`src/rtl/etf_pkg.sv`:
```
// Shared types, constants and microcode program of the escape-time fractal pixel core.
package etf_pkg;

    localparam int MAX_DEGREE_DEF = 8;
    localparam int FRAC_BITS_DEF  = 24;
    localparam int PC_W           = 3;
    localparam int CFG_IDX_W      = 3;
    localparam int CFG_DATA_W     = 32;

    typedef struct packed {
        logic [11:0] column;
        logic [11:0] row;
    } t_pix_in;

    typedef struct packed {
        logic [11:0] pixel_column;
        logic        in_set;
        logic        edge_res;
    } t_pix_out;

    typedef enum logic [CFG_IDX_W-1:0] {
        CFG_PIXEL_STEP     = 3'd0,
        CFG_ORIGIN_RE      = 3'd1,
        CFG_ORIGIN_IM      = 3'd2,
        CFG_MAX_ITER       = 3'd3,
        CFG_DEGREE         = 3'd4,
        CFG_CONJUGATE_MODE = 3'd5,
        CFG_ESCAPE_LIMIT   = 3'd6
    } t_cfg_idx;

    typedef struct packed {
        logic [30:0] pixel_step;
        logic [31:0] origin_re;
        logic [31:0] origin_im;
        logic [15:0] max_iter;
        logic [3:0]  degree;
        logic        conjugate_mode;
        logic [30:0] escape_limit;
    } t_cfg;

    localparam t_cfg CFG_RESET = '{
        pixel_step:     31'd34517,
        origin_re:      32'd43077923,
        origin_im:      32'd18639486,
        max_iter:       16'd100,
        degree:         4'd2,
        conjugate_mode: 1'b0,
        escape_limit:   31'd67108864
    };

    typedef enum logic [2:0] {
        OP_MULC = 3'd0,
        OP_SETC = 3'd1,
        OP_MULZ = 3'd2,
        OP_ACCP = 3'd3,
        OP_ADDZ = 3'd4,
        OP_MEMB = 3'd5,
        OP_FIN  = 3'd6,
        OP_IDLE = 3'd7
    } t_op;

    typedef enum logic [2:0] {
        CND_NONE     = 3'd0,
        CND_NO_IN    = 3'd1,
        CND_C_END    = 3'd2,
        CND_P_SKIP   = 3'd3,
        CND_P_MORE   = 3'd4,
        CND_I_MORE   = 3'd5,
        CND_OUT_BUSY = 3'd6
    } t_cond;

    typedef struct packed {
        t_op              op;
        t_cond            cond;
        logic [PC_W-1:0]  target;
    } t_uword;

    typedef struct packed {
        logic c_end;
        logic p_skip;
        logic p_more;
        logic i_more;
        logic out_busy;
    } t_dp_flags;

    localparam logic [PC_W-1:0] PC_MULC = 3'd0;
    localparam logic [PC_W-1:0] PC_SETC = 3'd1;
    localparam logic [PC_W-1:0] PC_MULZ = 3'd2;
    localparam logic [PC_W-1:0] PC_ACCP = 3'd3;
    localparam logic [PC_W-1:0] PC_ADDZ = 3'd4;
    localparam logic [PC_W-1:0] PC_MEMB = 3'd5;
    localparam logic [PC_W-1:0] PC_FIN  = 3'd6;
    localparam logic [PC_W-1:0] PC_IDLE = 3'd7;

    function automatic t_uword uc_rom(input logic [PC_W-1:0] pc);
        t_uword w;
        w = '{op: OP_IDLE, cond: CND_NO_IN, target: PC_IDLE};
        unique case (pc)
            PC_MULC: w = '{op: OP_MULC, cond: CND_NONE,     target: PC_MULC};
            PC_SETC: w = '{op: OP_SETC, cond: CND_C_END,    target: PC_MEMB};
            PC_MULZ: w = '{op: OP_MULZ, cond: CND_P_SKIP,   target: PC_ADDZ};
            PC_ACCP: w = '{op: OP_ACCP, cond: CND_P_MORE,   target: PC_MULZ};
            PC_ADDZ: w = '{op: OP_ADDZ, cond: CND_I_MORE,   target: PC_MULZ};
            PC_MEMB: w = '{op: OP_MEMB, cond: CND_NONE,     target: PC_MEMB};
            PC_FIN:  w = '{op: OP_FIN,  cond: CND_OUT_BUSY, target: PC_FIN};
            default: w = '{op: OP_IDLE, cond: CND_NO_IN,    target: PC_IDLE};
        endcase
        return w;
    endfunction

endpackage

```
`src/rtl/etf_cfg.sv`:
```
// Configuration register file with write port.
module etf_cfg (
    input  logic                          i_clk,
    input  logic                          i_rst_n,
    input  logic                          i_cfg_we,
    input  logic [etf_pkg::CFG_IDX_W-1:0] i_cfg_idx,
    input  logic [etf_pkg::CFG_DATA_W-1:0] i_cfg_wdata,
    output etf_pkg::t_cfg                 o_cfg
);
    import etf_pkg::*;

    t_cfg r_cfg;

    always_ff @(posedge i_clk) begin
        if (!i_rst_n) begin
            r_cfg <= CFG_RESET;
        end else if (i_cfg_we) begin
            unique case (t_cfg_idx'(i_cfg_idx))
                CFG_PIXEL_STEP:     r_cfg.pixel_step     <= i_cfg_wdata[30:0];
                CFG_ORIGIN_RE:      r_cfg.origin_re      <= i_cfg_wdata;
                CFG_ORIGIN_IM:      r_cfg.origin_im      <= i_cfg_wdata;
                CFG_MAX_ITER:       r_cfg.max_iter       <= i_cfg_wdata[15:0];
                CFG_DEGREE:         r_cfg.degree         <= i_cfg_wdata[3:0];
                CFG_CONJUGATE_MODE: r_cfg.conjugate_mode <= i_cfg_wdata[0];
                CFG_ESCAPE_LIMIT:   r_cfg.escape_limit   <= i_cfg_wdata[30:0];
                default: ;
            endcase
        end
    end

    assign o_cfg = r_cfg;

endmodule

```
`config.mk`:
```
export PLATFORM = sky130hd
export DESIGN_NAME = etf_cfg
export DESIGN_NICKNAME = d
export VERILOG_FILES = /design/src/rtl/etf_pkg.sv /design/src/rtl/etf_cfg.sv
export SDC_FILE = /design/constraint.sdc
export NUM_CORES = 1
export LEC_CHECK = 0
export BUFFER_PORTS_ARGS = -buffer_cell sky130_fd_sc_hd__buf_2
export CORE_MARGIN = 2
export CORE_UTILIZATION = 45
export CTS_CLUSTER_DIAMETER = 40
export CTS_CLUSTER_SIZE = 8
export DETAILED_ROUTE_END_ITERATION = 12
export PLACE_DENSITY = 0.7
export REMOVE_ABC_BUFFERS = 1
export SYNTH_ARGS = -nofsm -noshare
export SYNTH_HDL_FRONTEND = slang
export SYNTH_SLANG_ARGS = --single-unit
```
`constraint.sdc`:
```
create_clock -name i_clk -period 3.1 [get_ports i_clk]
set_input_delay 0.155 -clock i_clk [delete_from_list [all_inputs] [get_ports i_clk]]
set_output_delay 0.155 -clock i_clk [all_outputs]
set_load 0.1 [all_outputs]
```
## Word-level counts from Yosys, hierarchy flattened

Cells that the tools add are included.

- Word-level logic and storage cells: 21
- Bits in registers: 147

- Reduce and logical (&&, ||, !) cells: 8
- Equality and inequality tests: 6

Operators by type and width:

| kind | count |
|---|---|
| 2-bit AND reduction | 7 |
| 3-bit == test (second input constant) | 3 |
| 3-bit by 2-bit == test with 1-bit output (second input constant) | 2 |
| 3-bit by 1-bit == test with 1-bit output (second input constant) | 1 |
| 3-bit zero test | 1 |

## Longest topological paths before layout

Gate-level depths: netlist (run 1).

- Depth after elaboration: 2
- Gate-level depth with buffers: 5
- Depth with buffers taken out: 2

## Worst setup path after synthesis (run 1)

No wires, ideal clock.

- Kind: register to register
- Start point: register o_cfg[0] (netlist name)
- End point: register r_cfg (netlist bit o_cfg[0])
- Path slack: 1.870 ns
- Period minus slack after synthesis: 1.230 ns
- Buffers on the path: 0
- Cell stages (with the launch flop): 3
- Setup time: 0.072 ns
- Data arrival time: 1.158 ns
- Cell sequence: dfxtp_1 nand2_1 mux2i_1

RTL lines:

| element | RTL line | text |
|---|---|---|
| end: declaration | etf_cfg.sv:12 | `t_cfg r_cfg;` |

## Worst setup path after layout (run 1)

- Start point: register r_cfg (netlist bit o_cfg[117])
- End point: output port o_cfg[117] (netlist bit)

RTL lines:

| element | RTL line | text |
|---|---|---|
| end: declaration | etf_cfg.sv:8 | `output etf_pkg::t_cfg o_cfg` |

No word-level cell between the ends.

==> results of run 1 <==
[final cells by class]
class,count,area [um2]
Timing Repair Buffer,194,1011
Fill cell,1095,5205
Sequential cell,147,2943
Multi-Input combinational cell,359,2497
Clock buffer,20,436.7
Clock inverter,12,157.7
Tap cell,172,215.2
[metrics by stage]
stage          hold slack [ns]  power, uW
3_3_place_gp            0.4246       2542
2_1_floorplan           0.3026       2409
5_1_grt                0.02772       4706
6_report               0.01513       4541
3_5_place_dp            0.4380       2551
4_1_cts               0.008232       4589
[where the power goes]
part	switching, uW	leakage, uW	internal (uW)
clock network	763	0.000281	1270
registers	21.8	0.00119	1930
logic	442	0.00199	113
[worst max path at each step]
stage	depth (start not counted)	endpoint	from
4_1_cts	1	o_cfg[49]	o_cfg[49]$_SDFFE_PN0P_
6_report	1	o_cfg[117]	o_cfg[117]$_SDFFE_PN0P_
3_5_place_dp	4	o_cfg[105]$_SDFFE_PN0P_	i_cfg_idx[1]
2_1_floorplan	2	o_cfg[116]$_SDFFE_PN1P_	i_cfg_idx[0]
3_3_place_gp	4	o_cfg[101]$_SDFFE_PN0P_	i_cfg_idx[1]
5_1_grt	1	o_cfg[104]	o_cfg[104]$_SDFFE_PN1P_
[synthesized netlist by cell type]
master	number
dfxtp_1	147
mux2i_1	147
nand2_1	142
nor2b_1	61
clkbuf_1	17
buf_2	12
buf_6	7
buf_4	4
nand4b_1	3
and4bb_1	2
buf_1	2
and4b_1	1
nand4bb_1	1
nor4b_4	1
nor4bb_1	1
[logic make-up after synthesis]
group,synth area share
mux,0.2593
flops,0.5185
buf+inv,0.04233
simple gates,0.1799
[per-layer routing]
metal / up-vias / global-route usage / routed length [um]
met5: - / 0 / 0
met4: 0 / 0.06746 / 182
met3: 14 / 0.06642 / 916
met2: 131 / 0.3205 / 6274
met1: 1999 / 0.2420 / 5906
li1: 2146 / - / -
==> impl_metrics.toml, run 1 <==
[cts]
cts_made_buffers = 17
clock_sinks = 147
cts_tree = "built"
cts-resized-gates = 0
clock_path_buffers = 2
worst_skew_pair.late_latency_ns = 0.41
cts-root-buf = "clkbuf_16"
ctsHoldBuffers = 0
htreeDepth = 4
clk_pin_slew_ns = 0.06
cts_setup_buffers = 0

[critical_path]
worst-r2r-cell-count = 2
cp.arrival_ns = 1.20
worstPathRequired_ns = 2.94
cp_cell_sequence = "buf_2"
path_buf_inv = 1
reg2reg_slack_ns = 2.45
r2r_start = "o_cfg[72]$_SDFFE_PN1P_"
critPathKind = "flip-flop to primary output"
critPathTopFamily = "buffers and inverters"
worst_path_largest_cell_delay_ns = 0.44
endpoint_kind = "primary output"
reg2reg_to = "o_cfg[72]$_SDFFE_PN1P_"
critPathMaxFanout = 2
start_kind = "flip-flop"
cp_slowest_cell = "buf_2"

[final_layout]
finish.utilization = 0.5825
antenna_cells = 0
areaGrowthSynthToFinish_pct = 27.93
drive_above_1_share = 0.3087
fin_area_um2 = 7261
largest_reg_flops = 147
final_nets = 757
final_cell_mix = "buf_2 (183), mux2i_1 (147), dfxtp_1 (147), nand2_1 (142), nor2b_1 (61)"
stdcell_count = 904
final_common_cell = "buf_2"

[synthesis]
ys_seq_area_frac = 0.5185
netlist.area_leader.share = 0.5185
synthTopCellsByArea = "dfxtp_1 (52%), mux2i_1 (26%), nand2_1 (9.4%), nor2b_1 (6.7%), buf_6 (1.4%)"
avgSynthCellArea_um2 = 10.36
synth.largest_area_cell = "dfxtp_1"
ys_seq_elements = 147
syn_area_um2 = 5675
netlist_instances = 548
synthDistinctLibCells = 15
yosysWarnings = 0

[drt]
vias = 4290
ant_nets = 0
drc = 0
drt_iter0_drc = 172
detail_route.wl_per_cell_um = 14.69
vias_per_cell = 4.746
first_pass_iters = 4
wl_mm = 13.28

[grt]
grt_max_degree = 104
grt_pass1_wl_mm = 20.47
gr-total-overflow = 0
antenna_found_initial = 0
grt_pass1_vias = 4159
grt_usage = 0.1957

[sta]
final.setup.worst_slack_ns = 1.744
max_freq_ghz = 0.7373
fin_crit_sh = 0.4375
setup_viol = 0
period_minus_slack_ns = 1.356
final-max-slew-violation-count = 0
max_slew_margin = 0.5235
worst_pin_slew_ns = 0.7148
hold_viol = 0
grt_setup_unrepaired = "no"
fin_setup_tns_ns = 0
clock_skew_ns = 0

[placement]
dpl.hpwl_mm = 8.982
port_buffers = 184
place_inst = 872
place_ws_ns = 1.598
post_dp_cell_area_um2 = 6666
gp_congestion = 0.7968

[die]
fp-row-count = 41
core-area_um2 = 12470
dieArea_um2 = 13530
die_y_um = 116.3
start_util = 0.4553
die_w_um = 116.3
ios = 185

[pwr]
leakagePower_uw = 0.003461
ir_drop_mv = 0.3170
powerDensity_nw_per_um2 = 625.4

[run]
cap_violations = 0

[worst_hold_path]
holdCritStartpoint = "i_cfg_wdata[10]"
holdPathStages = 3
hold_path_end = "o_cfg[126]$_SDFFE_PN1P_"
hp-class = "primary input to flip-flop"

[status]
status = "finished, final reports clean"
(Power assumes the default switching activity.)
==> run 2: changes to the inputs <==
Settings changed: PLACE_DENSITY 0.7 to 0.73.
Clock period 3.1 ns to 1.2 ns, I/O delays scaled along.
==> impl_metrics.toml, run 2 (synthesis results as in run 1) <==
[sta]
max_freq_ghz = 0.8628
grt_setup_unrepaired = "yes"
final-max-slew-violation-count = 0
fin_crit_sh = 0.9658
hold_viol = 0
max_slew_margin = 0.7762
worst_pin_slew_ns = 0.3357
period_minus_slack_ns = 1.159
setup_viol = 0
clock_skew_ns = 0
hold_ws_ns = 0.03361
fin_setup_tns_ns = 0

[final_layout]
fillers = 973
areaGrowthSynthToFinish_pct = 42.88
register_area_um2 = 2943
final_common_cell = "buf_4"
antenna_cells = 0
final_cell_mix = "buf_4 (153), mux2i_1 (147), dfxtp_1 (147), nand2_1 (141), nor2b_1 (58)"
drive_above_1_share = 0.3069
final_nets = 795
multi_input_area_um2 = 2507
largest_reg_flops = 147

[critical_path]
r2r_start = "o_cfg[80]$_SDFFE_PN0P_"
cp_slowest_cell = "dlygate4sd3_1"
crit_end = "o_cfg[80]$_SDFFE_PN0P_"
worstPathRequired_ns = 1.52
critPathMaxFanout = 91
critPathTopFamily = "buffers and inverters"
reg2reg_slack_ns = 0.50
worst-r2r-cell-count = 2
critPathKind = "primary input to flip-flop"
cp.arrival_ns = 1.48
cp_cell_sequence = "dlygate4sd3_1, buf_4, buf_16, nand2_1, mux2i_1"
reg2reg_to = "o_cfg[80]$_SDFFE_PN0P_"
crit_start = "i_rst_n"
worst_path_largest_cell_delay_ns = 0.53
start_kind = "primary input"
path_buf_inv = 3
endpoint_kind = "flip-flop"
critical_path_depth = 5

[die]
core-area_um2 = 12470
fp-row-count = 41
dieArea_um2 = 13530
start_util = 0.4553
ios = 185
die_y_um = 116.3
die_w_um = 116.3

[worst_hold_path]
holdCritStartpoint = "i_cfg_we"
hp-class = "primary input to flip-flop"

[grt]
grt_pass1_vias = 4472
grt_max_degree = 92
gr-total-overflow = 0
grt_pass1_wl_mm = 22.07
antenna_found_initial = 0
grt_usage = 0.2098

[cts]
cts-root-buf = "clkbuf_16"
cts_made_buffers = 17
clock_path_buffers = 2
worst_skew_pair.late_latency_ns = 0.41
htreeDepth = 4
clock_sinks = 147
cts_tree = "built"
clk_pin_slew_ns = 0.06

[pwr]
ir_drop_mv = 1.257
powerDensity_nw_per_um2 = 1460
leakagePower_uw = 0.003734

[drt]
detail_route.wl_per_cell_um = 15.38
vias = 4575
vias_per_cell = 4.862
drt_iter0_drc = 206
first_pass_iters = 4
wl_mm = 14.47
drc = 0
ant_nets = 0

[status]
status = "finished, final reports clean"

[run]
cap_violations = 0

[placement]
dpl.hpwl_mm = 9.372
gp_congestion = 0.7973
port_buffers = 184
run 2: cell count changes in the layout (fill, tap and decap cells not counted), sizes merged:
cell	previous run	this run
dlygate4sd3	0	33
clkinv	5	6
buf	194	199
clkbuf	20	21
clkinvlp	3	1
bufinv	3	2
run 2: repair_timing:
item | 4_1_cts | 5_1_grt
hold buffers | 33 | 0
setup endpoints to repair | 147 | 5
buffers inserted | 0 | 0
resized for setup | 147 | 5
hold endpoints to repair | 129 | 0
cloned | 0 | 0
run 2: worst register-to-register path, cell delays in order (launching register included):
cell and delay, ns:
dfxtp_1 0.33, nand2_1 0.08, mux2i_1 0.21
run 2: how the worst min path moves through the flow:
stage	end	slack (ns)	cells past startpoint
global placement	o_cfg[83]$_SDFFE_PN0P_	0.33	3
floorplan	o_cfg[101]$_SDFFE_PN0P_	0.21	2
detailed placement	o_cfg[26]$_SDFFE_PN1P_	0.34	3
finish	o_cfg[31]$_SDFFE_PN0P_	0.03	3
global route	o_cfg[31]$_SDFFE_PN0P_	0.04	3
CTS	o_cfg[31]$_SDFFE_PN0P_	0.02	3
run 2: routing by layer:
metal	vias up	part of all wire	GRT usage
li1	2222	-	-
met1	2193	0.42	0.2480
met2	145	0.50	0.3558
met3	15	0.062	0.06954
met4	0	0.013	0.07698
met5	-	0	0
run 2: where the power goes:
group	switching, uW	internal, uW
clock	1950	3200
sequential	62.0	4990
combinational	1180	463
run 2: cell type report:
class,instances,area share
Clock buffer,21,0.05802
Timing Repair Buffer,232,0.2302
Sequential cell,147,0.3629
Multi-Input combinational cell,359,0.3092
Clock inverter,10,0.01312
Tap cell,172,0.02654
run 2: per-stage QoR:
step	util	setup slack, ns	total power (uW)	instances	cell area, um2
6_report	0.6505	0.04099	11840	941	8109
5_1_grt	0.6505	-0.002520	12210	941	8109
4_1_cts	0.6491	0.04615	11910	941	8092
3_5_place_dp	0.5468	0.03508	6631	877	6817
3_3_place_gp	0.5468	0.08974	6601	877	6817
2_1_floorplan	-	-0.7408	6223	506	5435
==> run 3: changes to the inputs <==
Settings changed: ABC_AREA set to 1.
==> impl_metrics.toml, run 3 <==
[status]
status = "finished, final reports clean"

[final_layout]
largest_reg_flops = 147
final_nets = 1067
multi_input_area_um2 = 2391
fillers = 1031
areaGrowthSynthToFinish_pct = 49.07
stdcell_count = 1209
drive_above_1_share = 0.2565
final_cell_mix = "nor2_1 (220), nand2_1 (189), buf_4 (164), nand3_1 (147), dfxtp_1 (147)"
register_area_um2 = 2943
fin_area_um2 = 8434
antenna_cells = 0
finish.utilization = 0.6935
final_common_cell = "nor2_1"

[grt]
grt_pass1_vias = 5558
gr-total-overflow = 0
grt_pass1_wl_mm = 27.70
grt_usage = 0.2687
antenna_found_initial = 0
grt_max_degree = 42

[cts]
clk_pin_slew_ns = 0.06
cts-root-buf = "clkbuf_16"
worst_skew_pair.late_latency_ns = 0.42
clock_sinks = 147
cts_made_buffers = 17
htreeDepth = 4
cts_tree = "built"
clock_path_buffers = 2

[die]
die_y_um = 116.1
ios = 185
core-area_um2 = 12160
fp-row-count = 40
start_util = 0.4652
dieArea_um2 = 13490
die_w_um = 116.1

[sta]
clock_skew_ns = 0
fin_crit_sh = 0.9639
final.setup.worst_slack_ns = 0.04329
hold_viol = 0
worst_pin_slew_ns = 0.5957
period_minus_slack_ns = 1.157
final-max-slew-violation-count = 0
setup_viol = 0
max_freq_ghz = 0.8645
max_slew_margin = 0.6015

[pwr]
ir_drop_mv = 1.060
leakagePower_uw = 0.004048
power_uw = 13060
powerDensity_nw_per_um2 = 1548

[placement]
port_buffers = 184
post_dp_cell_area_um2 = 7106
place_ws_ns = 0.07822
place_inst = 1141
dpl.hpwl_mm = 11.41
gp_congestion = 0.8312

[synthesis]
avgSynthCellArea_um2 = 7.011
synthTopCellsByArea = "dfxtp_1 (52%), nor2_1 (15%), nand3_1 (13%), nand2_1 (13%), inv_1 (2.3%)"
synth_edf_count = 0
yosys_most_used_dff = "dfxtp_1"
syn_area_um2 = 5658
ys_seq_elements = 147
synth.largest_area_cell = "dfxtp_1"
netlist_instances = 807
async_flop_share = 0
netlist.area_leader.share = 0.5201
synth_most_common_cell = "nor2_1"
synthDistinctLibCells = 12
yosysWarnings = 0
synth_common_cells = "nor2_1 (224), nand2_1 (192), dfxtp_1 (147), nand3_1 (147), inv_1 (34)"
ys_seq_area_frac = 0.5201

[critical_path]
worstPathRequired_ns = 1.50
endpoint_kind = "flip-flop"
critPathTopFamily = "buffers and inverters"
reg2reg_to = "o_cfg[131]$_SDFFE_PN1P_"
cp_cell_sequence = "nand2_1, nand3_1, dlygate4sd3_1"
cp.arrival_ns = 1.46
path_buf_inv = 1
critPathMaxFanout = 2
start_kind = "flip-flop"
cp_slowest_cell = "dlygate4sd3_1"
worst_path_largest_cell_delay_ns = 0.57
worst-r2r-cell-count = 3
r2r_start = "o_cfg[131]$_SDFFE_PN1P_"
reg2reg_slack_ns = 0.04
critPathKind = "flip-flop to flip-flop"

[drt]
drt_iter0_drc = 516
first_pass_iters = 6
drc = 0
ant_nets = 0
detail_route.wl_per_cell_um = 14.91
wl_mm = 18.03
vias = 5980
vias_per_cell = 4.946

[worst_hold_path]
holdCritStartpoint = "i_cfg_wdata[17]"
hold_path_end = "o_cfg[17]$_SDFFE_PN0P_"
holdPathStages = 5
hp-class = "primary input to flip-flop"

[run]
cap_violations = 0
==> run 3: cell families after synthesis <==
| family | share of synthesized area |
|---|---|
| buffers and inverters | 0.06568 |
| AND/OR/NAND/NOR | 0.4115 |
| flip-flops | 0.5201 |
| AO/OA/AOI/OAI | 0.002653 |
==> run 3: worst max path at each step <==
stage	start	end	slack, ns	depth (start not counted)
after floorplan	i_cfg_we	o_cfg[53]$_SDFFE_PN1P_	-1.28	5
after global placement	i_cfg_idx[2]	o_cfg[110]$_SDFFE_PN0P_	0.13	7
after detailed placement	i_cfg_idx[2]	o_cfg[111]$_SDFFE_PN0P_	0.08	7
after CTS	o_cfg[39]$_SDFFE_PN0P_	o_cfg[39]	0.02	1
after global routing	i_cfg_idx[1]	o_cfg[131]$_SDFFE_PN1P_	-0.006	8
final	o_cfg[131]$_SDFFE_PN1P_	o_cfg[131]$_SDFFE_PN1P_	0.04	3
==> run 3: worst register-to-register path: stages, from the launching register on <==
cell and delay, ns:
dfxtp_1 0.31, nand2_1 0.07, nand3_1 0.09, dlygate4sd3_1 0.57
==> run 3: metal layers <==
| metal | share of wire | track usage | wire [um] | up-vias |
|---|---|---|---|---|
| met1 | 0.41 | 0.3141 | 7366 | 2754 |
| li1 | - | - | - | 2957 |
| met5 | 0 | 0 | 0 | - |
| met4 | 0.024 | 0.1175 | 426 | 0 |
| met3 | 0.067 | 0.07628 | 1214 | 34 |
| met2 | 0.50 | 0.4616 | 9018 | 235 |
==> run 3: final cells by class <==
class / instances / area share
sequential: 147 / 0.3489
multi-input combinational: 571 / 0.2835
timing repair buffer: 254 / 0.2552
clock buffer: 22 / 0.05860
tap: 168 / 0.02492
inverter: 38 / 0.01691
clock inverter: 9 / 0.01202
==> run 3: what timing repair did <==
item / in CTS / in global routing
resized for setup: 145 / 3
hold buffers: 34 / 0
setup endpoints to repair: 145 / 1
buffers inserted: 0 / 3
endpoints found under the hold margin: 63 / 0
pin swaps: 0 / 2
==> run 3: metrics by stage <==
stage / hold slack, ns / TNS (ns)
floorplan: 0.1446 / -102.43
global placement: 0.2815 / 0
detailed placement: 0.2794 / 0
CTS: 0.001574 / 0
global route: 0.02508 / -0.005694
finish: 0.02046 / 0
==> run 3: where the power goes <==
| group | internal, uW | switching, uW |
|---|---|---|
| registers | 5060 | 99.7 |
| logic | 647 | 1930 |
| clock network | 3310 | 2010 |
| total | 9020 | 4040 |
