### src/rtl/etf_pkg.sv
// Shared types, constants and microcode program of the escape-time fractal pixel core.
package etf_pkg;

    localparam int MAX_DEGREE_DEF = 8;
    localparam int FRAC_BITS_DEF  = 24;
    localparam int PC_W           = 3;
    localparam int CFG_IDX_W      = 3;
    localparam int CFG_DATA_W     = 32;

    typedef struct packed {
        logic [11:0] column;
        logic [11:0] row;
    } t_pix_in;

    typedef struct packed {
        logic [11:0] pixel_column;
        logic        in_set;
        logic        edge_res;
    } t_pix_out;

    typedef enum logic [CFG_IDX_W-1:0] {
        CFG_PIXEL_STEP     = 3'd0,
        CFG_ORIGIN_RE      = 3'd1,
        CFG_ORIGIN_IM      = 3'd2,
        CFG_MAX_ITER       = 3'd3,
        CFG_DEGREE         = 3'd4,
        CFG_CONJUGATE_MODE = 3'd5,
        CFG_ESCAPE_LIMIT   = 3'd6
    } t_cfg_idx;

    typedef struct packed {
        logic [30:0] pixel_step;
        logic [31:0] origin_re;
        logic [31:0] origin_im;
        logic [15:0] max_iter;
        logic [3:0]  degree;
        logic        conjugate_mode;
        logic [30:0] escape_limit;
    } t_cfg;

    localparam t_cfg CFG_RESET = '{
        pixel_step:     31'd34517,
        origin_re:      32'd43077923,
        origin_im:      32'd18639486,
        max_iter:       16'd100,
        degree:         4'd2,
        conjugate_mode: 1'b0,
        escape_limit:   31'd67108864
    };

    typedef enum logic [2:0] {
        OP_MULC = 3'd0,
        OP_SETC = 3'd1,
        OP_MULZ = 3'd2,
        OP_ACCP = 3'd3,
        OP_ADDZ = 3'd4,
        OP_MEMB = 3'd5,
        OP_FIN  = 3'd6,
        OP_IDLE = 3'd7
    } t_op;

    typedef enum logic [2:0] {
        CND_NONE     = 3'd0,
        CND_NO_IN    = 3'd1,
        CND_C_END    = 3'd2,
        CND_P_SKIP   = 3'd3,
        CND_P_MORE   = 3'd4,
        CND_I_MORE   = 3'd5,
        CND_OUT_BUSY = 3'd6
    } t_cond;

    typedef struct packed {
        t_op              op;
        t_cond            cond;
        logic [PC_W-1:0]  target;
    } t_uword;

    typedef struct packed {
        logic c_end;
        logic p_skip;
        logic p_more;
        logic i_more;
        logic out_busy;
    } t_dp_flags;

    localparam logic [PC_W-1:0] PC_MULC = 3'd0;
    localparam logic [PC_W-1:0] PC_SETC = 3'd1;
    localparam logic [PC_W-1:0] PC_MULZ = 3'd2;
    localparam logic [PC_W-1:0] PC_ACCP = 3'd3;
    localparam logic [PC_W-1:0] PC_ADDZ = 3'd4;
    localparam logic [PC_W-1:0] PC_MEMB = 3'd5;
    localparam logic [PC_W-1:0] PC_FIN  = 3'd6;
    localparam logic [PC_W-1:0] PC_IDLE = 3'd7;

    function automatic t_uword uc_rom(input logic [PC_W-1:0] pc);
        t_uword w;
        w = '{op: OP_IDLE, cond: CND_NO_IN, target: PC_IDLE};
        unique case (pc)
            PC_MULC: w = '{op: OP_MULC, cond: CND_NONE,     target: PC_MULC};
            PC_SETC: w = '{op: OP_SETC, cond: CND_C_END,    target: PC_MEMB};
            PC_MULZ: w = '{op: OP_MULZ, cond: CND_P_SKIP,   target: PC_ADDZ};
            PC_ACCP: w = '{op: OP_ACCP, cond: CND_P_MORE,   target: PC_MULZ};
            PC_ADDZ: w = '{op: OP_ADDZ, cond: CND_I_MORE,   target: PC_MULZ};
            PC_MEMB: w = '{op: OP_MEMB, cond: CND_NONE,     target: PC_MEMB};
            PC_FIN:  w = '{op: OP_FIN,  cond: CND_OUT_BUSY, target: PC_FIN};
            default: w = '{op: OP_IDLE, cond: CND_NO_IN,    target: PC_IDLE};
        endcase
        return w;
    endfunction

endpackage

### src/rtl/etf_seq.sv
// Microcode sequencer: step counter, program table lookup and conditional jumps.
module etf_seq (
    input  logic               i_clk,
    input  logic               i_rst_n,
    input  logic               i_valid,
    input  etf_pkg::t_dp_flags i_flags,
    output etf_pkg::t_op       o_op
);
    import etf_pkg::*;

    logic [PC_W-1:0] r_pc;
    logic [PC_W-1:0] n_pc;
    t_uword          uw;
    logic            take;

    assign uw = uc_rom(r_pc);

    always_comb begin
        unique case (uw.cond)
            CND_NONE:     take = 1'b0;
            CND_NO_IN:    take = !i_valid;
            CND_C_END:    take = i_flags.c_end;
            CND_P_SKIP:   take = i_flags.p_skip;
            CND_P_MORE:   take = i_flags.p_more;
            CND_I_MORE:   take = i_flags.i_more;
            CND_OUT_BUSY: take = i_flags.out_busy;
            default:      take = 1'b0;
        endcase
        n_pc = take ? uw.target : PC_W'(r_pc + 1'b1);
    end

    always_ff @(posedge i_clk) begin
        if (!i_rst_n) begin
            r_pc <= PC_IDLE;
        end else begin
            r_pc <= n_pc;
        end
    end

    assign o_op = uw.op;

endmodule

### config.mk
export PLATFORM = sky130hd
export DESIGN_NAME = etf_seq
export DESIGN_NICKNAME = d
export VERILOG_FILES = /design/src/rtl/etf_pkg.sv /design/src/rtl/etf_seq.sv
export SDC_FILE = /design/constraint.sdc
export NUM_CORES = 1
export LEC_CHECK = 0
export BUFFER_PORTS_ARGS = -buffer_cell sky130_fd_sc_hd__buf_2
export CORE_AREA = 2 2 39 41
export DETAILED_ROUTE_END_ITERATION = 16
export DIE_AREA = 0 0 41 43
export PLACE_DENSITY = 0.66
export SYNTH_ARGS = -nofsm -noshare
export SYNTH_HDL_FRONTEND = slang
export SYNTH_SLANG_ARGS = --single-unit
### constraint.sdc
create_clock -name i_clk -period 1.8 [get_ports i_clk]
set_input_delay 0.36 -clock i_clk [delete_from_list [all_inputs] [get_ports i_clk]]
set_output_delay 0.36 -clock i_clk [all_outputs]
set_load 0.005 [all_outputs]
== After elaboration in Yosys (flattened, before gate mapping) ==
Cells that the tools add are included.
Widths: inputs -> output; s select.
Storage, ports and cells
  bits in registers: 3
  input port bits: 8
  output and inout port bits: 3
  logic and storage cells: 19
Cells by class
  add/sub/neg operators: 1
  eq/ne operators: 12
  muxes and demuxes: 3
  reductions and logical operators: 2
Operators by type and width (count)
  $pmux 9 s7: 1
  $eq 3x3->1 const B: 6
  $eq 3x2->1 const B: 4
  $eq 3x1->1 const B: 2
  $pmux 1 s6: 1
  $add 3x1->3 const B: 1
  $logic_not 3->1: 1
  $mux 3: 1
  $logic_not 1->1: 1

== Depth between registers and ports, before layout ==
Gate-level depths: netlist of run 1.
  depth after elaboration: 5
  gate-level depth with buffers: 8
  mapped depth without buffers: 7

== Worst setup path before layout of run 1 ==
Ideal clock, no wire load.
  kind: register to register
  start: register r_pc[0]
  end: register with a tool-made name
  library setup time: 0.125 ns
  arrival time: 1.710 ns
  data required time: 1.675 ns
  setup slack: -0.035 ns
  cell stages (with the launch flop): 8
  buffers on the path: 1
  clock period less this slack: 1.835 ns
  path through: dfxtp_1 -> inv_1 -> ha_1 -> buf_2 -> or3_2 -> a22oi_2 -> a31oi_4 -> mux2i_1
RTL lines
  start, declared: line etf_seq.sv:11  | logic [PC_W-1:0] r_pc;
  start signal, assigned: line etf_seq.sv:36  | r_pc <= n_pc;

==> results of run 1 <==
[final timing paths]
path	to	slack, ps
hold reg to reg	r_pc[0]$_SDFF_PN1_	660
hold / removal	r_pc[0]$_SDFF_PN1_	510
setup reg to reg	r_pc[0]$_SDFF_PN1_	-10
setup / recovery	o_op[1]	-40
[power by group through the flow]
stage | clock [mW] | sequential (mW) | combinational (mW)
after floorplan | 0 | 0.137 | 0.672
after global placement | 0 | 0.141 | 1.03
after detailed placement | 0 | 0.139 | 1.05
after CTS | 0.125 | 0.153 | 1.24
after global routing | 0.126 | 0.161 | 1.47
final | 0.119 | 0.158 | 1.35
[logic make-up (layout without fill, tap and decap cells)]
group	Yosys count	after routing	synth area share
AOI/OAI and AO/OA	15	15	0.301
xor gates and xnor gates	1	1	0.0175
adders and majority gates	6	6	0.150
buffers and inverters	7	40	0.0627
DFF	3	3	0.120
muxes	4	4	0.0827
and+or+nand+nor	24	24	0.266
[cells in the mapped netlist]
cell type | n | area share
nand2_1 | 1 | 0.0075
buf_4 | 1 | 0.015
or2_1 | 2 | 0.025
nor2_1 | 9 | 0.068
o211ai_2 | 1 | 0.025
inv_1 | 5 | 0.038
o211ai_1 | 1 | 0.015
o221ai_1 | 3 | 0.053
o21ai_1 | 1 | 0.010
ha_1 | 6 | 0.15
xor2_1 | 1 | 0.018
a31oi_4 | 1 | 0.043
a211oi_1 | 1 | 0.015
buf_2 | 1 | 0.010
nor2b_1 | 2 | 0.025
nor3_1 | 3 | 0.030
mux2_2 | 1 | 0.023
a2bb2oi_2 | 1 | 0.030
dfxtp_1 | 3 | 0.12
and2b_2 | 2 | 0.035
a22oi_2 | 1 | 0.025
or3_2 | 1 | 0.015
a21oi_1 | 1 | 0.010
nand3_1 | 1 | 0.010
o21ai_4 | 1 | 0.033
or2b_1 | 1 | 0.015
o21ai_0 | 2 | 0.020
a2111o_1 | 1 | 0.023
mux2i_1 | 3 | 0.060
or3b_1 | 2 | 0.035
[cell type report]
cell class / instances / area, sq um / area share
tap: 16 / 20.0 / 0.0236
sequential: 3 / 63.8 / 0.0753
timing repair buffer: 31 / 215 / 0.254
inverter: 5 / 21.3 / 0.0251
clock buffer: 4 / 26.3 / 0.0310
multi-input combinational: 50 / 500 / 0.591
[worst max-delay path, stage by stage (launching register included)]
cell and delay, ps:
dfxtp_2 320, inv_2 130, ha_4 160, nor2b_1 60
o21ai_4 150, o21ai_1 80, or2_1 210, buf_2 120
[repair_timing]
item                                   in CTS  in global routing
pin swaps                                   3                  4
setup endpoints to repair                   6                  6
gates resized for setup                    20                  4
endpoints found under the hold margin       0                  0
buffers inserted                            3                  2
[placed cells by master (no fill, tap or decap), types with 2 or more instances in the layout]
master     n
buf_2     10
ha_4       5
nor2_1     8
buf_4     19
nor3_1     2
inv_1      2
and2b_2    2
inv_2      2
o21ai_1    2
or3b_1     2
clkbuf_4   3
o221ai_1   2
mux2i_1    3
buf_6      2
or2_1      2
dfxtp_2    3
nor2b_1    2
[routing by layer]
metal	vias up	share of wire	global-route usage	wire length [um]
met4	0	0.0094	0.0800	14
met5	-	0	0	0
met1	263	0.42	0.224	622
li1	281	-	-	-
met3	2	0.012	0.0157	18
met2	9	0.56	0.344	835
==> impl_metrics.env, run 1 <==
export IMPL_status="finished, violations left"
export IMPL_violations="negative setup slack"
export IMPL_critPathMaxFanout=4
export IMPL_synth_warnings=0
export IMPL_avgRoutedWirePerCell_um=13.7
export IMPL_io_pins=11
export IMPL_wl_um=1490
export IMPL_dp_cells=100
export IMPL_max_slew_margin=0.755
export IMPL_fin_cells=109
export IMPL_groute_usage_overall=0.196
export IMPL_p_sw_uw=722
export IMPL_r2r_start="r_pc[0]$_SDFF_PN1_"
export IMPL_synth_nets=74
export IMPL_die_area_sq_um=1760
export IMPL_hp_class="in -> reg"
export IMPL_syn_inst=60
export IMPL_final_core_util=0.612
export IMPL_clock_path_buffers=2
export IMPL_fin_crit_ps=1840
export IMPL_antenna_found_initial=0
export IMPL_worst_pin_slew_ps=367
export IMPL_via_per_inst=5.09
export IMPL_cts_sinks=3
export IMPL_rsz0062_at_grt="yes"
export IMPL_coreArea_sq_um=1380
export IMPL_vias=555
export IMPL_setup_violations=6
export IMPL_drc=0
export IMPL_drt_iter0_markers=7
export IMPL_arrival_ps=1480
export IMPL_end_kind="primary output"
export IMPL_fin_nets=108
export IMPL_grt_pass1_wl_um=2330
export IMPL_insertion_delay_ps=230
export IMPL_post_place_ws_ps=-49.6
export IMPL_first_global_vias=534
export IMPL_cts_buffers=3
export IMPL_maxCapViolCount=0
export IMPL_fin_skew_ps=0.521
export IMPL_total_leakage_power_nw=0.395
export IMPL_cts_root_buf="clkbuf_4"
export IMPL_ir_worst_vdd_mv=1.03
export IMPL_start_util=0.361
export IMPL_finalHoldViolations=0
export IMPL_cts_htree_levels=1
export IMPL_fin_area_sq_um=847
export IMPL_synthToLayoutAreaGrowth_pct=69.7
export IMPL_detail_route_first_pass_iterations=4
export IMPL_diodes=0
export IMPL_postRouteAntennaNets=0
export IMPL_netSwitchingFraction=0.443
export IMPL_p_seq_frac=0.097
export IMPL_hold_depth=4
export IMPL_syn_area_sq_um=499
export IMPL_crit_type="reg -> out"
export IMPL_hold_buffers=0
export IMPL_slew_violations=0
export IMPL_chipWidth_um=41
export IMPL_p_int_uw=908
export IMPL_die_y_um=43
export IMPL_hold_path_startpoint="i_rst_n"
export IMPL_crit_path_start_kind="register"
export IMPL_pwr_share_clk=0.073
export IMPL_finalCritPeriodShare=1.02
export IMPL_clock_fmax_ghz=0.544
export IMPL_tritoncts="built"
export IMPL_total_power_mw=1.63
export IMPL_place_area_sq_um=681
export IMPL_ys_ff_latch=3
export IMPL_syn_area_per_cell_sq_um=8.32
export IMPL_p_per_area_nw_per_um2=1920
export IMPL_grt_overflow_total=0
export IMPL_gp_congestion=0.742
export IMPL_num_rows=14
export IMPL_fillers=123
export IMPL_dp_hpwl_um=973
export IMPL_clk_pin_slew_ps=40
export IMPL_whs_ps=509
export IMPL_ys_seq_area_frac=0.120
export IMPL_fin_setup_tns_ps=-103
export IMPL_grt_start_max_net_pins=14
export IMPL_setup_slack_ps=-38.3
export IMPL_critPathRequiredTime_ps=1440
export IMPL_pwr_share_comb=0.830
export IMPL_port_buffers=10
export IMPL_drive_gt1_frac=0.624
export IMPL_ff2ff_path_depth=8
export IMPL_yosysUniqueCellTypes=30
(Power assumes the default switching activity.)
==> inputs of run 2 (changes only) <==
- ABC_AREA: unset -> 1
- GPL_TIMING_DRIVEN: unset -> 0
==> impl_metrics.env, run 2 <==
export IMPL_io_pins=11
export IMPL_setup_slack_ps=89.8
export IMPL_yosysUniqueCellTypes=20
export IMPL_arrival_ps=1350
export IMPL_hp_class="in -> reg"
export IMPL_wl_met1_um=439
export IMPL_cts_htree_levels=1
export IMPL_drive_gt1_frac=0.490
export IMPL_finalHoldViolations=0
export IMPL_total_leakage_power_nw=0.380
export IMPL_wl_met3_um=42
export IMPL_coreArea_sq_um=1380
export IMPL_gp_congestion=0.767
export IMPL_grt_overflow_total=0
export IMPL_setup_violations=0
export IMPL_highest_layer="met3"
export IMPL_postRouteAntennaNets=0
export IMPL_synth_area_leader_cell="ha_1"
export IMPL_groute_usage_overall=0.128
export IMPL_synth_top_area_share=0.150
export IMPL_clock_fmax_ghz=0.585
export IMPL_worst_pin_slew_ps=314
export IMPL_fin_skew_ps=1.78
export IMPL_max_slew_margin=0.789
export IMPL_synth_nets=89
export IMPL_via_per_inst=4.46
export IMPL_die_area_sq_um=1760
export IMPL_port_buffers=10
export IMPL_tritoncts="built"
export IMPL_dr_wl_met2_um=599
export IMPL_final_common_cell="nand2_1"
export IMPL_avgRoutedWirePerCell_um=9.66
export IMPL_cts_root_buf="clkbuf_4"
export IMPL_hold_buffers=0
export IMPL_drt_iter0_markers=8
export IMPL_synthToLayoutAreaGrowth_pct=41.2
export IMPL_layout_common_cells="nand2_1, nand3_1, buf_2"
export IMPL_vias=500
export IMPL_grt_start_max_net_pins=10
export IMPL_num_rows=14
export IMPL_post_place_ws_ps=-72.4
export IMPL_diodes=0
export IMPL_slew_violations=0
export IMPL_fin_setup_tns_ps=0
export IMPL_critPathRequiredTime_ps=1440
export IMPL_ys_ff_latch=3
export IMPL_insertion_delay_ps=230
export IMPL_total_power_mw=1.47
export IMPL_finalCritPeriodShare=0.950
export IMPL_synth_edf_count=0
export IMPL_chipWidth_um=41
export IMPL_start_util=0.362
export IMPL_syn_area_per_cell_sq_um=6.67
export IMPL_first_global_vias=424
export IMPL_critPathMaxFanout=4
export IMPL_wl_um=1080
export IMPL_die_y_um=43
export IMPL_end_kind="primary output"
export IMPL_synth_common_cells="nand2_1, inv_1, nand3_1"
export IMPL_syn_area_sq_um=500
export IMPL_grt_pass1_wl_um=1610
export IMPL_synthFlopType="dfxtp_1"
export IMPL_maxCapViolCount=0
export IMPL_antenna_found_initial=0
export IMPL_ir_worst_vdd_mv=0.757
export IMPL_synthTopCellsByArea="ha_1, nand2_1, dfxtp_1, nand2_4, nand3_1"
export IMPL_dp_hpwl_um=812
export IMPL_cts_sinks=3
export IMPL_clock_path_buffers=2
export IMPL_p_per_area_nw_per_um2=2070
export IMPL_ys_seq_area_frac=0.120
export IMPL_place_area_sq_um=571
export IMPL_drc=0
export IMPL_clk_pin_slew_ps=40
export IMPL_crit_type="reg -> out"
export IMPL_fin_nets=111
export IMPL_syn_inst=75
export IMPL_cts_buffers=3
export IMPL_async_flop_share=0
export IMPL_synth_warnings=0
export IMPL_fin_area_sq_um=707
export IMPL_fin_crit_ps=1710
export IMPL_status="completed"
export IMPL_crit_path_start_kind="register"
export IMPL_synth_most_common_cell="nand2_1"
export IMPL_detail_route_first_pass_iterations=6
==> run 2: changes by cell type in the layout (fill, tap and decap cells not counted), moves of 5 or more <==
cell / delta
nand2_1: +18
inv_1: +7
nand3_1: +11
nand2_4: +5
nor2_1: -8
buf_4: -12
==> run 2: logic make-up after synthesis <==
family,share of synthesized area
flip-flops,0.120
AO/OA/AOI/OAI,0.0700
XOR/XNOR,0.0175
adder cells (fa/ha/maj),0.150
AND/OR/NAND/NOR,0.503
buffers and inverters,0.140
==> run 2: through the flow <==
step,instances,util,hold WS (ps)
after floorplan,75,-,445
after global placement,101,0.412,585
after detailed placement,101,0.412,579
after CTS,107,0.464,340
after global routing,112,0.511,350
final,112,0.511,347
==> run 2: final timing paths <==
kind	slack, ps	cells past startpoint	endpoint	from
worst min-delay path	350	2	register	i_rst_n
worst max-delay path	90	7	o_op[2]	r_pc[0]$_SDFF_PN1_
worst min register to register	730	4	register	register
worst max register to register	170	11	r_pc[2]$_SDFF_PN1_	r_pc[0]$_SDFF_PN1_
==> run 2: layout make-up <==
class / instances / area (sq um)
Fill cell: 152 / 677
Buffer: 1 / 11.3
Tap cell: 16 / 20.0
Timing Repair Buffer: 17 / 103
Inverter: 15 / 68.8
Clock buffer: 4 / 26.3
Multi-Input combinational cell: 56 / 410
Sequential cell: 3 / 67.6
==> run 2: layer usage <==
metal | vias to the layer above | GRT usage
met3 | 0 | 0
met2 | 10 | 0.231
met4 | 0 | 0.0600
met5 | - | 0
met1 | 213 | 0.144
li1 | 277 | -
==> run 2: timing repair <==
item / CTS / global route
endpoints found under the setup margin: 3 / 3
buffers inserted: 2 / 5
resized for setup: 12 / 8
pin swaps: 1 / 5
==> run 2: where the power goes <==
part | leakage (nW) | internal (mW) | switching (mW)
Sequential | 0.0255 | 0.112 | 0.0425
Combinational | 0.340 | 0.534 | 0.664
Clock | 0.0150 | 0.0828 | 0.0301
Total | 0.380 | 0.729 | 0.737
==> run 2: worst max-delay path, stage by stage, from the launching register on <==
cell and delay [ps]:
dfxtp_4 370, inv_6 50, ha_1 200, nand2_2 80
and2_4 150, nand2_4 50, o211ai_1 80, buf_2 140
==> inputs of run 3 (changes only) <==
- CORE_AREA: 2 2 39 41 -> unset
- CORE_MARGIN: unset -> 1
- CORE_UTILIZATION: unset -> 25
- DIE_AREA: 0 0 41 43 -> unset
- PLACE_DENSITY: 0.66 -> 0.49
==> impl_metrics.env, run 3 (synthesis results as in run 2) <==
export IMPL_status="completed"
export IMPL_max_slew_margin=0.808
export IMPL_first_global_vias=428
export IMPL_slew_violations=0
export IMPL_die_y_um=46.7
export IMPL_coreArea_sq_um=1800
export IMPL_finalHoldViolations=0
export IMPL_fillers=196
export IMPL_met3_usage=0
export IMPL_total_power_mw=1.34
export IMPL_cts_sinks=3
export IMPL_diodes=0
export IMPL_antenna_found_initial=0
export IMPL_gp_congestion=0.756
export IMPL_final_core_util=0.367
export IMPL_avgRoutedWirePerCell_um=8.81
export IMPL_hold_buffers=0
export IMPL_groute_layer_met1_usage=0.158
export IMPL_cpMaxStageDelayCell="dfxtp_4"
export IMPL_final_common_cell="nand2_1"
export IMPL_groute_usage_overall=0.107
export IMPL_drive_gt1_frac=0.451
export IMPL_clock_path_buffers=2
export IMPL_grt_start_max_net_pins=10
export IMPL_clock_fmax_ghz=0.578
export IMPL_drt_iter0_markers=7
export IMPL_hp_class="in -> reg"
export IMPL_cts_buffers=3
export IMPL_fin_skew_ps=0.0109
export IMPL_detail_route_first_pass_iterations=4
export IMPL_via_per_inst=4.01
export IMPL_place_area_sq_um=582
export IMPL_synthToLayoutAreaGrowth_pct=32.0
export IMPL_chipWidth_um=46.7
export IMPL_multi_input_area_sq_um=395
export IMPL_crit_type="reg -> out"
export IMPL_dp_cells=110
export IMPL_fin_nets=106
export IMPL_fin_setup_tns_ps=0
export IMPL_maxCapViolCount=0
export IMPL_fin_cells=116
export IMPL_clk_pin_slew_ps=30
export IMPL_critPathMaxFanout=5
export IMPL_dp_hpwl_um=824
export IMPL_max_stage_delay_ps=350
export IMPL_vias=465
export IMPL_num_rows=15
export IMPL_wl_um=1020
export IMPL_crit_chain="ha_1 > nand2_4 > and2_4 > nand2_4 > o211ai_1 > buf_2"
export IMPL_grt_overflow_total=0
export IMPL_grt_busiest_layer="met2"
export IMPL_tritoncts="built"
export IMPL_layout_common_cells="nand2_1, nand3_1, buf_2"
export IMPL_critPathRequiredTime_ps=1440
export IMPL_die_area_sq_um=2180
export IMPL_io_pins=11
export IMPL_cts_root_buf="clkbuf_4"
export IMPL_insertion_delay_ps=230
export IMPL_ir_worst_vdd_mv=0.845
export IMPL_p_per_area_nw_per_um2=2020
export IMPL_total_leakage_power_nw=0.358
export IMPL_end_kind="primary output"
export IMPL_fin_crit_ps=1730
export IMPL_setup_violations=0
export IMPL_regArea_sq_um=67.6
export IMPL_met2_usage=0.161
export IMPL_postRouteAntennaNets=0
export IMPL_grt_pass1_wl_um=1670
export IMPL_path_common_cell="nand2_4"
export IMPL_start_util=0.278
export IMPL_cts_htree_levels=1
export IMPL_finalCritPeriodShare=0.961
export IMPL_drc=0
export IMPL_worst_pin_slew_ps=285
export IMPL_port_buffers=10
export IMPL_fin_area_sq_um=661
export IMPL_arrival_ps=1370
export IMPL_crit_path_start_kind="register"
run 3: cell count changes in the layout (fill, tap and decap cells not counted), sizes merged:
| cell | change |
|---|---|
| buf | -5 |
run 3: what timing repair did:
item                                   in CTS  in global routing
buffers inserted                            2                  0
pin swaps                                   1                  1
endpoints found under the hold margin       0                  0
resized for setup                           8                  8
cloned                                      0                  0
setup endpoints to repair                   3                  3
run 3: worst max-delay path, delay by kind of cell (launching register included):
family,cells,cell delay (ps)
buffers and inverters,1,140
AND/OR/NAND/NOR,3,320
adder cells (fa/ha/maj),1,260
AO/OA/AOI/OAI,1,80
flip-flops,1,350
run 3: layer usage:
layer,wire length [um],vias up
li1,-,266
met3,33,0
met4,0,0
met1,536,188
met5,0,-
met2,452,11
run 3: layout make-up:
class                      count  share of cell area
tap                           25              0.0473
sequential                     3               0.102
timing repair buffer          12              0.0985
inverter                      15              0.0966
buffer                         1              0.0170
clock buffer                   4              0.0398
multi-input combinational     56               0.598
run 3: metrics by stage:
stage / hold slack (ps) / setup WS, ps
2_1_floorplan: 445 / 188
3_3_place_gp: 582 / -50.8
3_5_place_dp: 581 / -73.8
4_1_cts: 338 / 9.80
5_1_grt: 341 / -5.04
6_report: 344 / 69.8
run 3: where the power goes:
part	leakage, nW	internal [mW]	total, mW	switching, mW
clock	0.0150	0.0829	0.115	0.0317
sequential	0.0255	0.112	0.149	0.0377
combinational	0.318	0.441	1.07	0.632
total	0.358	0.636	1.34	0.701
run 3: worst paths after layout:
| path | start | to | slack, ps | depth (start not counted) |
|---|---|---|---|---|
| worst max register to register | r_pc[0]$_SDFF_PN1_ | register | 250 | 13 |
| worst min-delay path | i_rst_n | r_pc[0]$_SDFF_PN1_ | 340 | 2 |
| worst min register to register | r_pc[0]$_SDFF_PN1_ | r_pc[0]$_SDFF_PN1_ | 610 | 3 |
| worst max-delay path | r_pc[0]$_SDFF_PN1_ | o_op[2] | 70 | 6 |
